`config.mk`:
```
export PLATFORM = sky130hd
export DESIGN_NAME = png_chunk_stream_parser_top
export DESIGN_NICKNAME = d
export VERILOG_FILES = /design/src/hdl/pcsp_pkg.sv /design/src/hdl/pcsp_core.sv /design/src/hdl/png_chunk_stream_parser_top.sv
export VERILOG_INCLUDE_DIRS = /design/src /design/src/hdl
export SDC_FILE = /design/constraint.sdc
export NUM_CORES = 1
export LEC_CHECK = 0
export BUFFER_PORTS_ARGS = -buffer_cell sky130_fd_sc_hd__buf_4
export CAP_MARGIN = 30
export CORE_MARGIN = 4
export CORE_UTILIZATION = 39
export CTS_BUF_LIST = sky130_fd_sc_hd__clkbuf_16
export CTS_CLUSTER_DIAMETER = 80
export CTS_CLUSTER_SIZE = 24
export DETAILED_ROUTE_END_ITERATION = 10
export HOLD_SLACK_MARGIN = 0.03
export PLACE_DENSITY = 0.54
export SYNTH_ARGS = -nofsm -noshare
export SYNTH_HDL_FRONTEND = slang
export SYNTH_HIERARCHICAL = 1
export SYNTH_SLANG_ARGS = --single-unit
```
`constraint.sdc`:
```
create_clock -name clk -period 6.4 [get_ports clk]
set_clock_uncertainty 0.2 [all_clocks]
set_input_delay 1.28 -clock clk [delete_from_list [all_inputs] [get_ports clk]]
set_output_delay 1.28 -clock clk [all_outputs]
set_load 0.01 [all_outputs]
```
`src/hdl/png_chunk_stream_parser_top_defines.svh`:
```
// ---------------------------------------------------------------------------
// PNG chunk parser assertion macros
// Concurrent assertion wrappers, empty for synthesis.
// ---------------------------------------------------------------------------
`ifndef PNG_CHUNK_STREAM_PARSER_TOP_DEFINES_SVH
`define PNG_CHUNK_STREAM_PARSER_TOP_DEFINES_SVH
`ifndef SYNTHESIS
`define PCP_ASSERT(label, clk, rst_n, prop) \
    label: assert property (@(posedge clk) disable iff (!rst_n) prop) \
        else $error("assertion failed");
`else
`define PCP_ASSERT(label, clk, rst_n, prop)
`endif
`endif

```
`src/hdl/pcsp_pkg.sv`:
```
// ---------------------------------------------------------------------------
// PNG chunk parser package
// Phase codes, status and event codes, CRC-32 byte update.
// ---------------------------------------------------------------------------
package pcsp_pkg;

    localparam logic [3:0] PH_SIG       = 4'd0;
    localparam logic [3:0] PH_HDR       = 4'd1;
    localparam logic [3:0] PH_IHDR      = 4'd2;
    localparam logic [3:0] PH_SKIP_DATA = 4'd3;
    localparam logic [3:0] PH_SKIP_CRC  = 4'd4;
    localparam logic [3:0] PH_HAND_DATA = 4'd5;
    localparam logic [3:0] PH_HAND_CRC  = 4'd6;
    localparam logic [3:0] PH_END_DATA  = 4'd7;
    localparam logic [3:0] PH_END_CRC   = 4'd8;

    localparam logic [2:0] ST_OK        = 3'd0;
    localparam logic [2:0] ST_DONE      = 3'd1;
    localparam logic [2:0] ST_BAD_SIG   = 3'd2;
    localparam logic [2:0] ST_BAD_HDR   = 3'd3;
    localparam logic [2:0] ST_MISS_HDR  = 3'd4;
    localparam logic [2:0] ST_BAD_SUM   = 3'd5;
    localparam logic [2:0] ST_CRIT      = 3'd6;

    localparam logic [2:0] EV_NONE      = 3'd0;
    localparam logic [2:0] EV_HEADER    = 3'd1;
    localparam logic [2:0] EV_START     = 3'd2;
    localparam logic [2:0] EV_DATA      = 3'd3;
    localparam logic [2:0] EV_FINISH    = 3'd4;

    localparam logic [31:0] TYPE_IHDR = 32'h4948_4452;
    localparam logic [31:0] TYPE_IEND = 32'h4945_4E44;
    localparam logic [7:0]  ANC_BIT   = 8'h20;
    localparam logic [31:0] IHDR_LEN  = 32'd13;
    localparam logic [63:0] SIGNATURE = 64'h8950_4E47_0D0A_1A0A;
    localparam logic [31:0] CRC_POLY  = 32'hEDB8_8320;

    typedef struct packed {
        logic [2:0]  status;
        logic [2:0]  event_res;
        logic [7:0]  data_byte;
        logic        finish_ok;
        logic [31:0] chunk_type;
        logic [31:0] image_width;
        logic [31:0] image_height;
        logic [7:0]  sample_depth;
        logic [7:0]  colour_mode;
        logic [7:0]  compression_method;
        logic [7:0]  filter_method;
        logic [7:0]  interlace_method;
    } result_t;

    function automatic logic [31:0] crc_byte(input logic [31:0] c_in,
                                             input logic [7:0] b);
        logic [31:0] c;
        c = c_in ^ {24'd0, b};
        for (int i = 0; i < 8; i++)
        begin
            c = (c >> 1) ^ (CRC_POLY & {32{c[0]}});
        end
        return c;
    endfunction

endpackage

```
`src/hdl/pcsp_core.sv`:
```
// ---------------------------------------------------------------------------
// PNG chunk parser core
// Parse state and per-byte next-state / result logic.
// ---------------------------------------------------------------------------
module pcsp_core (
    input  logic              clk,
    input  logic              rst_n,
    input  logic              step,
    input  logic [7:0]        data_in,
    input  logic [31:0]       handled_type_a,
    input  logic [31:0]       handled_type_b,
    output pcsp_pkg::result_t res
);
    import pcsp_pkg::*;

    logic [3:0]   phase_reg, phase_next;
    logic [3:0]   cnt_reg, cnt_next;
    logic [63:0]  buf_reg, buf_next;
    logic [31:0]  left_reg, left_next;
    logic [31:0]  crc_reg, crc_next;
    logic         seen_reg, seen_next;
    logic [2:0]   sticky_reg, sticky_next;
    logic [31:0]  act_reg, act_next;
    logic [95:0]  hdr_reg, hdr_next;   // first 12 header bytes

    logic [63:0]  shifted;
    logic [31:0]  t, len, crc_b, left_dec, crc_t;
    logic         handled, ok;
    logic [3:0]   cnt_inc;

    assign shifted  = {buf_reg[55:0], data_in};
    assign t        = shifted[31:0];
    assign len      = shifted[63:32];
    assign cnt_inc  = cnt_reg + 4'd1;
    assign crc_b    = crc_byte(crc_reg, data_in);
    assign crc_t    = crc_byte(crc_byte(crc_byte(crc_byte(32'hFFFF_FFFF,
                      t[31:24]), t[23:16]), t[15:8]), t[7:0]);
    assign left_dec = (left_reg != 32'd0) ? left_reg - 32'd1 : 32'd0;
    assign handled  = (handled_type_a != 32'd0 && t == handled_type_a) ||
                      (handled_type_b != 32'd0 && t == handled_type_b);
    assign ok       = shifted[31:0] == ~crc_reg;

    always_comb
    begin
        phase_next  = phase_reg;
        cnt_next    = cnt_reg;
        buf_next    = buf_reg;
        left_next   = left_reg;
        crc_next    = crc_reg;
        seen_next   = seen_reg;
        sticky_next = sticky_reg;
        act_next    = act_reg;
        hdr_next    = hdr_reg;
        res         = '0;
        if (sticky_reg != ST_OK)
        begin
            res.status = sticky_reg;
        end
        else
        begin
            unique case (phase_reg)
                PH_SIG:
                begin
                    buf_next = shifted;
                    cnt_next = cnt_inc;
                    if (cnt_inc >= 4'd8)
                    begin
                        cnt_next = 4'd0;
                        if (shifted != SIGNATURE) res.status = ST_BAD_SIG;
                        else phase_next = PH_HDR;
                    end
                end
                PH_HDR:
                begin
                    buf_next = shifted;
                    cnt_next = cnt_inc;
                    if (cnt_inc >= 4'd8)
                    begin
                        cnt_next  = 4'd0;
                        crc_next  = crc_t;
                        left_next = len;
                        if (!seen_reg)
                        begin
                            if (t != TYPE_IHDR) res.status = ST_MISS_HDR;
                            else if (len != IHDR_LEN) res.status = ST_BAD_HDR;
                            else
                            begin
                                seen_next  = 1'b1;
                                phase_next = PH_IHDR;
                            end
                        end
                        else if (t == TYPE_IEND)
                            phase_next = (len != 32'd0) ? PH_END_DATA : PH_END_CRC;
                        else if (handled)
                        begin
                            act_next       = t;
                            res.event_res  = EV_START;
                            res.chunk_type = t;
                            phase_next = (len != 32'd0) ? PH_HAND_DATA : PH_HAND_CRC;
                        end
                        else if ((t[31:24] & ANC_BIT) == 8'd0)
                            res.status = ST_CRIT;
                        else
                            phase_next = (len != 32'd0) ? PH_SKIP_DATA : PH_SKIP_CRC;
                    end
                end
                PH_IHDR:
                begin
                    crc_next = crc_b;
                    hdr_next = {hdr_reg[87:0], data_in};
                    cnt_next = cnt_inc;
                    if (cnt_inc >= 4'd13)
                    begin
                        cnt_next                = 4'd0;
                        res.event_res           = EV_HEADER;
                        res.image_width         = hdr_reg[95:64];
                        res.image_height        = hdr_reg[63:32];
                        res.sample_depth        = hdr_reg[31:24];
                        res.colour_mode         = hdr_reg[23:16];
                        res.compression_method  = hdr_reg[15:8];
                        res.filter_method       = hdr_reg[7:0];
                        res.interlace_method    = data_in;
                        phase_next              = PH_SKIP_CRC;
                    end
                end
                PH_SKIP_DATA, PH_HAND_DATA, PH_END_DATA:
                begin
                    crc_next = crc_b;
                    if (phase_reg == PH_HAND_DATA)
                    begin
                        res.event_res  = EV_DATA;
                        res.data_byte  = data_in;
                        res.chunk_type = act_reg;
                    end
                    left_next = left_dec;
                    if (left_dec == 32'd0) phase_next = phase_reg + 4'd1;
                end
                PH_SKIP_CRC, PH_HAND_CRC, PH_END_CRC:
                begin
                    buf_next = shifted;
                    cnt_next = cnt_inc;
                    if (cnt_inc >= 4'd4)
                    begin
                        cnt_next = 4'd0;
                        if (phase_reg == PH_HAND_CRC)
                        begin
                            res.event_res  = EV_FINISH;
                            res.finish_ok  = ok;
                            res.chunk_type = act_reg;
                        end
                        if (!ok) res.status = ST_BAD_SUM;
                        else if (phase_reg == PH_END_CRC) res.status = ST_DONE;
                        else phase_next = PH_HDR;
                    end
                end
                default:
                begin
                    phase_next = PH_SIG;
                    cnt_next   = 4'd0;
                end
            endcase
            sticky_next = res.status;
        end
    end

    always_ff @(posedge clk or negedge rst_n)
    begin
        if (!rst_n)
        begin
            phase_reg  <= PH_SIG;
            cnt_reg    <= 4'd0;
            buf_reg    <= 64'd0;
            left_reg   <= 32'd0;
            crc_reg    <= 32'hFFFF_FFFF;
            seen_reg   <= 1'b0;
            sticky_reg <= ST_OK;
            act_reg    <= 32'd0;
            hdr_reg    <= 96'd0;
        end
        else if (step)
        begin
            phase_reg  <= phase_next;
            cnt_reg    <= cnt_next;
            buf_reg    <= buf_next;
            left_reg   <= left_next;
            crc_reg    <= crc_next;
            seen_reg   <= seen_next;
            sticky_reg <= sticky_next;
            act_reg    <= act_next;
            hdr_reg    <= hdr_next;
        end
    end

`include "png_chunk_stream_parser_top_defines.svh"
    `PCP_ASSERT(a_sticky_holds, clk, rst_n, (sticky_reg != ST_OK) |=> $stable(sticky_reg))
    `PCP_ASSERT(a_cnt_range, clk, rst_n, cnt_reg < 4'd13)
    `PCP_ASSERT(a_phase_range, clk, rst_n, phase_reg <= PH_END_CRC)

endmodule

```
`src/hdl/png_chunk_stream_parser_top.sv`:
```
// ---------------------------------------------------------------------------
// PNG chunk stream parser
// Byte-wide PNG signature, chunk framing and CRC-32 checker.
// ---------------------------------------------------------------------------
// Use: bytes of a PNG file enter on data_in with valid/ready; each accepted
// item gives exactly one result item on the output channel (status, event
// and header/chunk fields). Handler types are set through cfg_we/cfg_index/
// cfg_data while idle; index 0 is handled_type_a, index 1 handled_type_b.
// Latency: a result is valid the cycle after its byte is accepted.
// Throughput: one byte per cycle while results are taken; the CRC byte update
// and the phase logic sit between the parse state and the result register.
// The result register is the only buffer: ready is high whenever it is empty
// or being drained, so a stalled receiver holds the result and stops input.
// Reset: asynchronous, clears the parse state to expect the signature and
// clears both handler registers; no result is pending after reset.
// Once a nonzero status (done or an error) is given, every later item
// returns that status with no event.
// ---------------------------------------------------------------------------
module png_chunk_stream_parser_top (
    input  logic        clk,
    input  logic        rst_n,
    input  logic        in_valid,
    output logic        in_ready,
    input  logic [7:0]  data_in,
    output logic        out_valid,
    input  logic        out_ready,
    output logic [2:0]  status,
    output logic [2:0]  event_res,
    output logic [7:0]  data_byte,
    output logic        finish_ok,
    output logic [31:0] chunk_type,
    output logic [31:0] image_width,
    output logic [31:0] image_height,
    output logic [7:0]  sample_depth,
    output logic [7:0]  colour_mode,
    output logic [7:0]  compression_method,
    output logic [7:0]  filter_method,
    output logic [7:0]  interlace_method,
    input  logic        cfg_we,
    input  logic        cfg_index,
    input  logic [31:0] cfg_data
);
    import pcsp_pkg::*;

    localparam logic CFG_TYPE_A = 1'b0;
    localparam logic CFG_TYPE_B = 1'b1;

    logic [31:0] type_a_reg, type_b_reg;
    logic        vld_reg;
    result_t     res, res_reg;
    logic        step;

    assign in_ready = !vld_reg || out_ready;
    assign step     = in_valid && in_ready;

    pcsp_core u_core (
        .clk            (clk),
        .rst_n          (rst_n),
        .step           (step),
        .data_in        (data_in),
        .handled_type_a (type_a_reg),
        .handled_type_b (type_b_reg),
        .res            (res)
    );

    // handler type registers
    always_ff @(posedge clk or negedge rst_n)
    begin
        if (!rst_n)
        begin
            type_a_reg <= 32'd0;
            type_b_reg <= 32'd0;
        end
        else if (cfg_we)
        begin
            unique case (cfg_index)
                CFG_TYPE_A: type_a_reg <= cfg_data;
                CFG_TYPE_B: type_b_reg <= cfg_data;
                default:    type_a_reg <= type_a_reg;
            endcase
        end
    end

    // result register
    always_ff @(posedge clk or negedge rst_n)
    begin
        if (!rst_n)
            vld_reg <= 1'b0;
        else if (in_ready)
            vld_reg <= in_valid;
    end

    always_ff @(posedge clk)
    begin
        if (step)
            res_reg <= res;
    end

    assign out_valid          = vld_reg;
    assign status             = res_reg.status;
    assign event_res          = res_reg.event_res;
    assign data_byte          = res_reg.data_byte;
    assign finish_ok          = res_reg.finish_ok;
    assign chunk_type         = res_reg.chunk_type;
    assign image_width        = res_reg.image_width;
    assign image_height       = res_reg.image_height;
    assign sample_depth       = res_reg.sample_depth;
    assign colour_mode        = res_reg.colour_mode;
    assign compression_method = res_reg.compression_method;
    assign filter_method      = res_reg.filter_method;
    assign interlace_method   = res_reg.interlace_method;

`include "png_chunk_stream_parser_top_defines.svh"
    `PCP_ASSERT(a_hold_stall, clk, rst_n, (out_valid && !out_ready) |=> out_valid)
    `PCP_ASSERT(a_step_fills, clk, rst_n, step |=> out_valid)
    `PCP_ASSERT(a_no_take_stalled, clk, rst_n, (out_valid && !out_ready) |-> !in_ready)

endmodule
```
# Yosys cells after proc, flatten, opt, wreduce, memory -nomap -nowiden
# Cells that the tools add are included.
[classes]
n_addsub = 3
order_cmp = 3
eq_ne = 26
muxes = 58
n_bitwise = 56
n_reduce_logical = 34
[op_table]
columns = ["op", "n"]
rows = [
  ["$xor A31 B32 Y32", 40],
  ["$mux W32", 10],
  ["$pmux W32 S2", 2],
  ["$reduce_bool A32 Y1", 4],
  ["$xor A32 B8 Y32", 4],
  ["$eq A32 B32 Y1", 3],
  ["$pmux W32 S3", 1],
  ["$mux W4", 18],
  ["$ne A64 B64 Y1 const B", 1],
  ["$eq A32 B31 Y1 const B", 1],
  ["$logic_not A32 Y1", 1],
  ["$ne A32 B31 Y1 const B", 1],
  ["$ne A32 B4 Y1 const B", 1],
  ["$not A32 Y32", 1],
  ["$not A8 Y32", 1],
  ["$sub A32 B1 Y32 const B", 1],
  ["$mux W3", 9],
  ["$pmux W4 S5", 1],
  ["$mux W6", 3],
  ["$eq A4 B3 Y1 const B", 4],
  ["$pmux W4 S4", 1],
  ["$reduce_and A13 Y1", 1],
  ["$ne A2 B1 Y1 const B", 6],
  ["$pmux W3 S4", 1],
  ["29 further kinds", 64],
]
[word_totals]
register_bits = 476
inputBits = 46
output_inout_bits = 153

# Logic depth before layout (Yosys ltp)
[depth]
word_depth = 38
ltp_mapped = 13
ltp_nobuf = 11

# Hierarchy
# The synthesis kept the hierarchy.
[modules_own_cells]
columns = ["module", "instances", "cells_each", "area_per_inst_um2", "seq_area_each_um2"]
rows = [
  ["pcsp_core", 1, 1761, 17887.2, 6546.3],
  ["png_chunk_stream_parser_top", 1, 292, 7004.2, 6160.9],
]

# Worst setup path before layout
# No wires, ideal clock.
[synth_path]
kind = "in2reg"
start = "input port out_ready"
end = "register u_core.buf_reg[0]"
setup_ps = 125
arrival_ps = 6819
path_slack_ps = -744
stages = 5
n_path_buf = 1
cell_sequence = "nand2b_1 > and2_1 > nand3_1 > clkbuf_1 > mux2_2"
[synth_between]
elab_chain_len = 3
[synth_rtl]
columns = ["element", "line_no", "text"]
rows = [
  ["start, declared", "png_chunk_stream_parser_top.sv:26", "input logic out_ready,"],
  ["$logic_or A1 B1 Y1", "png_chunk_stream_parser_top.sv:53", "assign in_ready = !vld_reg || out_ready;"],
  ["$logic_and A1 B1 Y1", "png_chunk_stream_parser_top.sv:54", "assign step = in_valid && in_ready;"],
  ["net step", "png_chunk_stream_parser_top.sv:51", "logic step;"],
  ["$reduce_and A3 Y1 (no source line)", "-", ""],
  ["end signal, assigned", "pcsp_core.sv:184", "buf_reg <= buf_next;"],
  ["end, declared", "pcsp_core.sv:18", "logic [63:0] buf_reg, buf_next;"],
]
# The timed path passes the listed nets, and every way through them passes these cells.
# A chain may end at the register's enable or synchronous reset.

# Final worst setup path
[layout_path]
start = "register u_core.buf_reg[16]"
end = "register u_core.crc_reg[23]"
[layout_between]
elab_chain_len = 38
[layout_rtl]
columns = ["element", "line_no", "text"]
rows = [
  ["$not A8 Y32 (no source line)", "-", ""],
  ["$xor A31 B32 Y32 (8 in series)", "pcsp_pkg.sv:59", "c = (c >> 1) ^ (CRC_POLY & {32{c[0]}});"],
  ["$xor A32 B8 Y32", "pcsp_pkg.sv:56", "c = c_in ^ {24'd0, b};"],
  ["$xor A31 B32 Y32 (8 in series)", "pcsp_pkg.sv:59", ""],
  ["$xor A32 B8 Y32", "pcsp_pkg.sv:56", ""],
  ["$xor A31 B32 Y32 (8 in series)", "pcsp_pkg.sv:59", ""],
  ["$xor A32 B8 Y32", "pcsp_pkg.sv:56", ""],
  ["$xor A31 B32 Y32 (8 in series)", "pcsp_pkg.sv:59", ""],
  ["$mux W32", "pcsp_core.sv:77", "if (cnt_inc >= 4'd8)"],
  ["$pmux W32 S2", "pcsp_core.sv:61", "unique case (phase_reg)"],
  ["end signal, assigned", "pcsp_core.sv:186", "crc_reg <= crc_next;"],
  ["end, declared", "pcsp_core.sv:20", "logic [31:0] crc_reg, crc_next;"],
]
# No other way between the ends. The select of a mux whose other input is x is not followed.

==> flow_summary.yaml <==
run_status:
  status: "completed"
final_layout:
  final_cell_mix: "293 x dfrtp_1, 236 x mux2_2, 228 x buf_4"
  n_fill_cell: 5845
  area_delta_synth_final_pct: 13.5
  fin_cells: 3060
  largest_register_ffs: 96
  drive_gt1_share_pct: 27.0
  layout.nets: 2251
  layout_commonest_cell: "dfrtp_1"
  diodes: 0
route:
  wl_per_cell_um: 22.9
  dr_total_vias: 16387
  drc: 0
  antenna_left: 0
  wl_um: 70200
  vias_per_cell: 5.36
  drtIter0Drc: 1446
  firstDrtPassIters: 5
synthesis:
  ys_ff_latch: 476
  ys.flop_type: "dfrtp_1"
  ys_warn_count: 6
  synth-edff-count: 151
  avgSynthCellArea_um2: 12.1
  synth_top_cell_by_area: "dfrtp_1"
  yosysSeqAreaShare_pct: 51.1
  synth.distinct_cells: 64
  async_flop_share_pct: 68.3
  synthTopCellsByArea: "dfrtp_1 29%, edfxtp_1 18%, mux2_2 11%, xnor2_1 6.3%, xor2_1 5.4%"
  netlist.area_leader.share_pct: 29.5
  syn-cell-area_mm2: 0.0249
  synth_cells: 2053
  syn-num-nets: 2113
timing:
  hold_viol_final: 0
  setup_tns_ns: 0
  rsz0062_at_grt: "no"
  max-slew-margin-rel_pct: 37.5
  setup_viol: 0
  fin_crit_sh_pct: 75.4
  slew_viol_final: 0
  worstMarginPinSlew_ns: 0.938
  period_minus_slack_ns: 4.82
  max_freq_mhz: 207
cts:
  hold_buffers: 0
  cts_sinks: 476
  numCtsBuffers: 29
  cts_resized: 0
  post_cts_buffers: 0
  clk_latency_ns: 0.64
  cts_tree: "done"
  clk_pin_slew_ns: 0.10
  htreeDepth: 1
  cts-root-buf: "clkbuf_16"
  clockBufferDepth: 3
setup_path:
  arrival_ns: 5.16
  cp-end-kind: "flip-flop"
  critPathMaxFanout: 15
  criticalPathCategory: "reg -> reg"
  regToRegStartpoint: "u_core/buf_reg[16]"
  cp.required_ns: 6.74
  max_stage_delay_ns: 0.91
  critical_path.top_delay_family: "XOR/XNOR gates"
  cp-start-kind: "flip-flop"
  cpMostUsedCell: "xnor3_2"
  path_cells: "ha_1 > xnor3_1 > xnor3_2 > xnor3_2 > xnor2_4 > xnor3_2 > xnor3_2 > xnor2_1 > a21oi_1 > o21ai_1"
  path_buf_inv: 0
  crit_path_top_delay_cell: "dfrtp_1"
  cp-startpoint: "u_core/buf_reg[16]"
flow_run:
  cap_violations: 0
pwr:
  power_uw: 9200
  power_density_mw_per_mm2: 326
  ir_drop_mv: 0.369
  power.leakage_uw: 0.0124
grt:
  grt_max_degree: 130
  grt_first_pass_wirelength_um: 106000
  grt_usage_pct: 20.3
  grt_overflow: 0
  antenna_found_initial: 3
  grt_pass1_vias: 16503
place:
  dp.cells: 3004
  gp_congestion: 0.879
  port_buffers: 198
  place_hpwl_um: 49800
floorplan:
  io_pins: 199
  core_region_area_mm2: 0.0631
  die_w_um: 261
  rows: 92
  start_util_pct: 39.5
  die-area_mm2: 0.0679
  dieHeight_um: 261
hold_path:
  hp-class: "reg -> reg"
  min_from: "u_core/crc_reg[2]"
## power by group
part           leakage [uW]  switching [uW]  internal [uW]
clock              0.000499            1150            888
combinational       0.00613            1780           1520
sequential          0.00575             370           3490
## cells by family (layout without fill, tap and decap cells)
kind of cell	after synthesis	count (layout)	share of synthesized area [%]
adder cells (fa/ha/maj)	14	14	0.704
AND/OR/NAND/NOR	504	504	10.7
multiplexers	246	246	11.2
flip-flops	476	476	51.1
AO/OA/AOI/OAI	263	263	6.20
buffers and inverters	152	313	2.60
XOR/XNOR	398	398	17.5
## tightest hold or removal path, cell delays in order (launching register included)
cell and delay [ns]:
dfstp_2 0.38, nand2_1 0.04, o21ai_1 0.05
## Yosys cell counts (19+ instances only)
| library cell | n |
|---|---|
| dfrtp_1 | 293 |
| and2_1 | 117 |
| xnor2_1 | 178 |
| nor2_1 | 110 |
| o21ai_1 | 24 |
| inv_1 | 25 |
| xor2_1 | 154 |
| mux2_2 | 236 |
| buf_2 | 22 |
| xnor3_1 | 25 |
| buf_1 | 19 |
| nor4_1 | 64 |
| nand2_1 | 69 |
| a21oi_1 | 77 |
| o21ai_0 | 79 |
| nand3_1 | 21 |
| nand4_1 | 25 |
| dfstp_2 | 32 |
| clkbuf_1 | 78 |
| a22oi_1 | 37 |
| nor3_1 | 49 |
| edfxtp_1 | 151 |
## path summary, 6_finish.rpt
check	slack, ns	cells past startpoint	to
max in group asynchronous	4.24	3	u_core/hdr_reg[93]
worst min register to register	0.27	2	u_core/crc_reg[2]
min in group asynchronous	0.49	1	u_core/left_reg[22]
worst min-delay path	0.27	2	u_core/crc_reg[2]
worst max-delay path	1.58	10	u_core/crc_reg[23]
worst max register to register	1.58	10	u_core/crc_reg[23]
## cell type report
type | count | area, um2 | share of cell area (%)
clock buffer | 29 | 726 | 2.57
clock inverter | 25 | 239 | 0.846
inverter | 25 | 93.8 | 0.332
multi-input combinational | 1425 | 11600 | 41.0
sequential | 476 | 12700 | 45.0
tap | 846 | 1060 | 3.75
timing repair buffer | 234 | 1840 | 6.52
## metrics by stage
stage	hold slack, ns	utilization [%]	area [um2]	worst slack (ns)
3_3_place_gp	0.261	43.1	27200	1.72
4_1_cts	0.275	44.7	28200	1.58
6_report	0.271	44.8	28300	1.58
3_5_place_dp	0.263	43.2	27200	1.63
2_1_floorplan	0.251	-	24900	1.33
5_1_grt	0.301	44.8	28300	1.38
## metal layers
metal  part of all wire [%]  global-route usage (%)  vias up
li1                       -                       -     7515
met1                     45                    28.7     8392
met2                     49                    34.5      405
met3                    4.4                    2.01       71
met4                    1.9                    3.65        4
met5                  0.038                       0        -
Power figures use the tool's default switching activity.
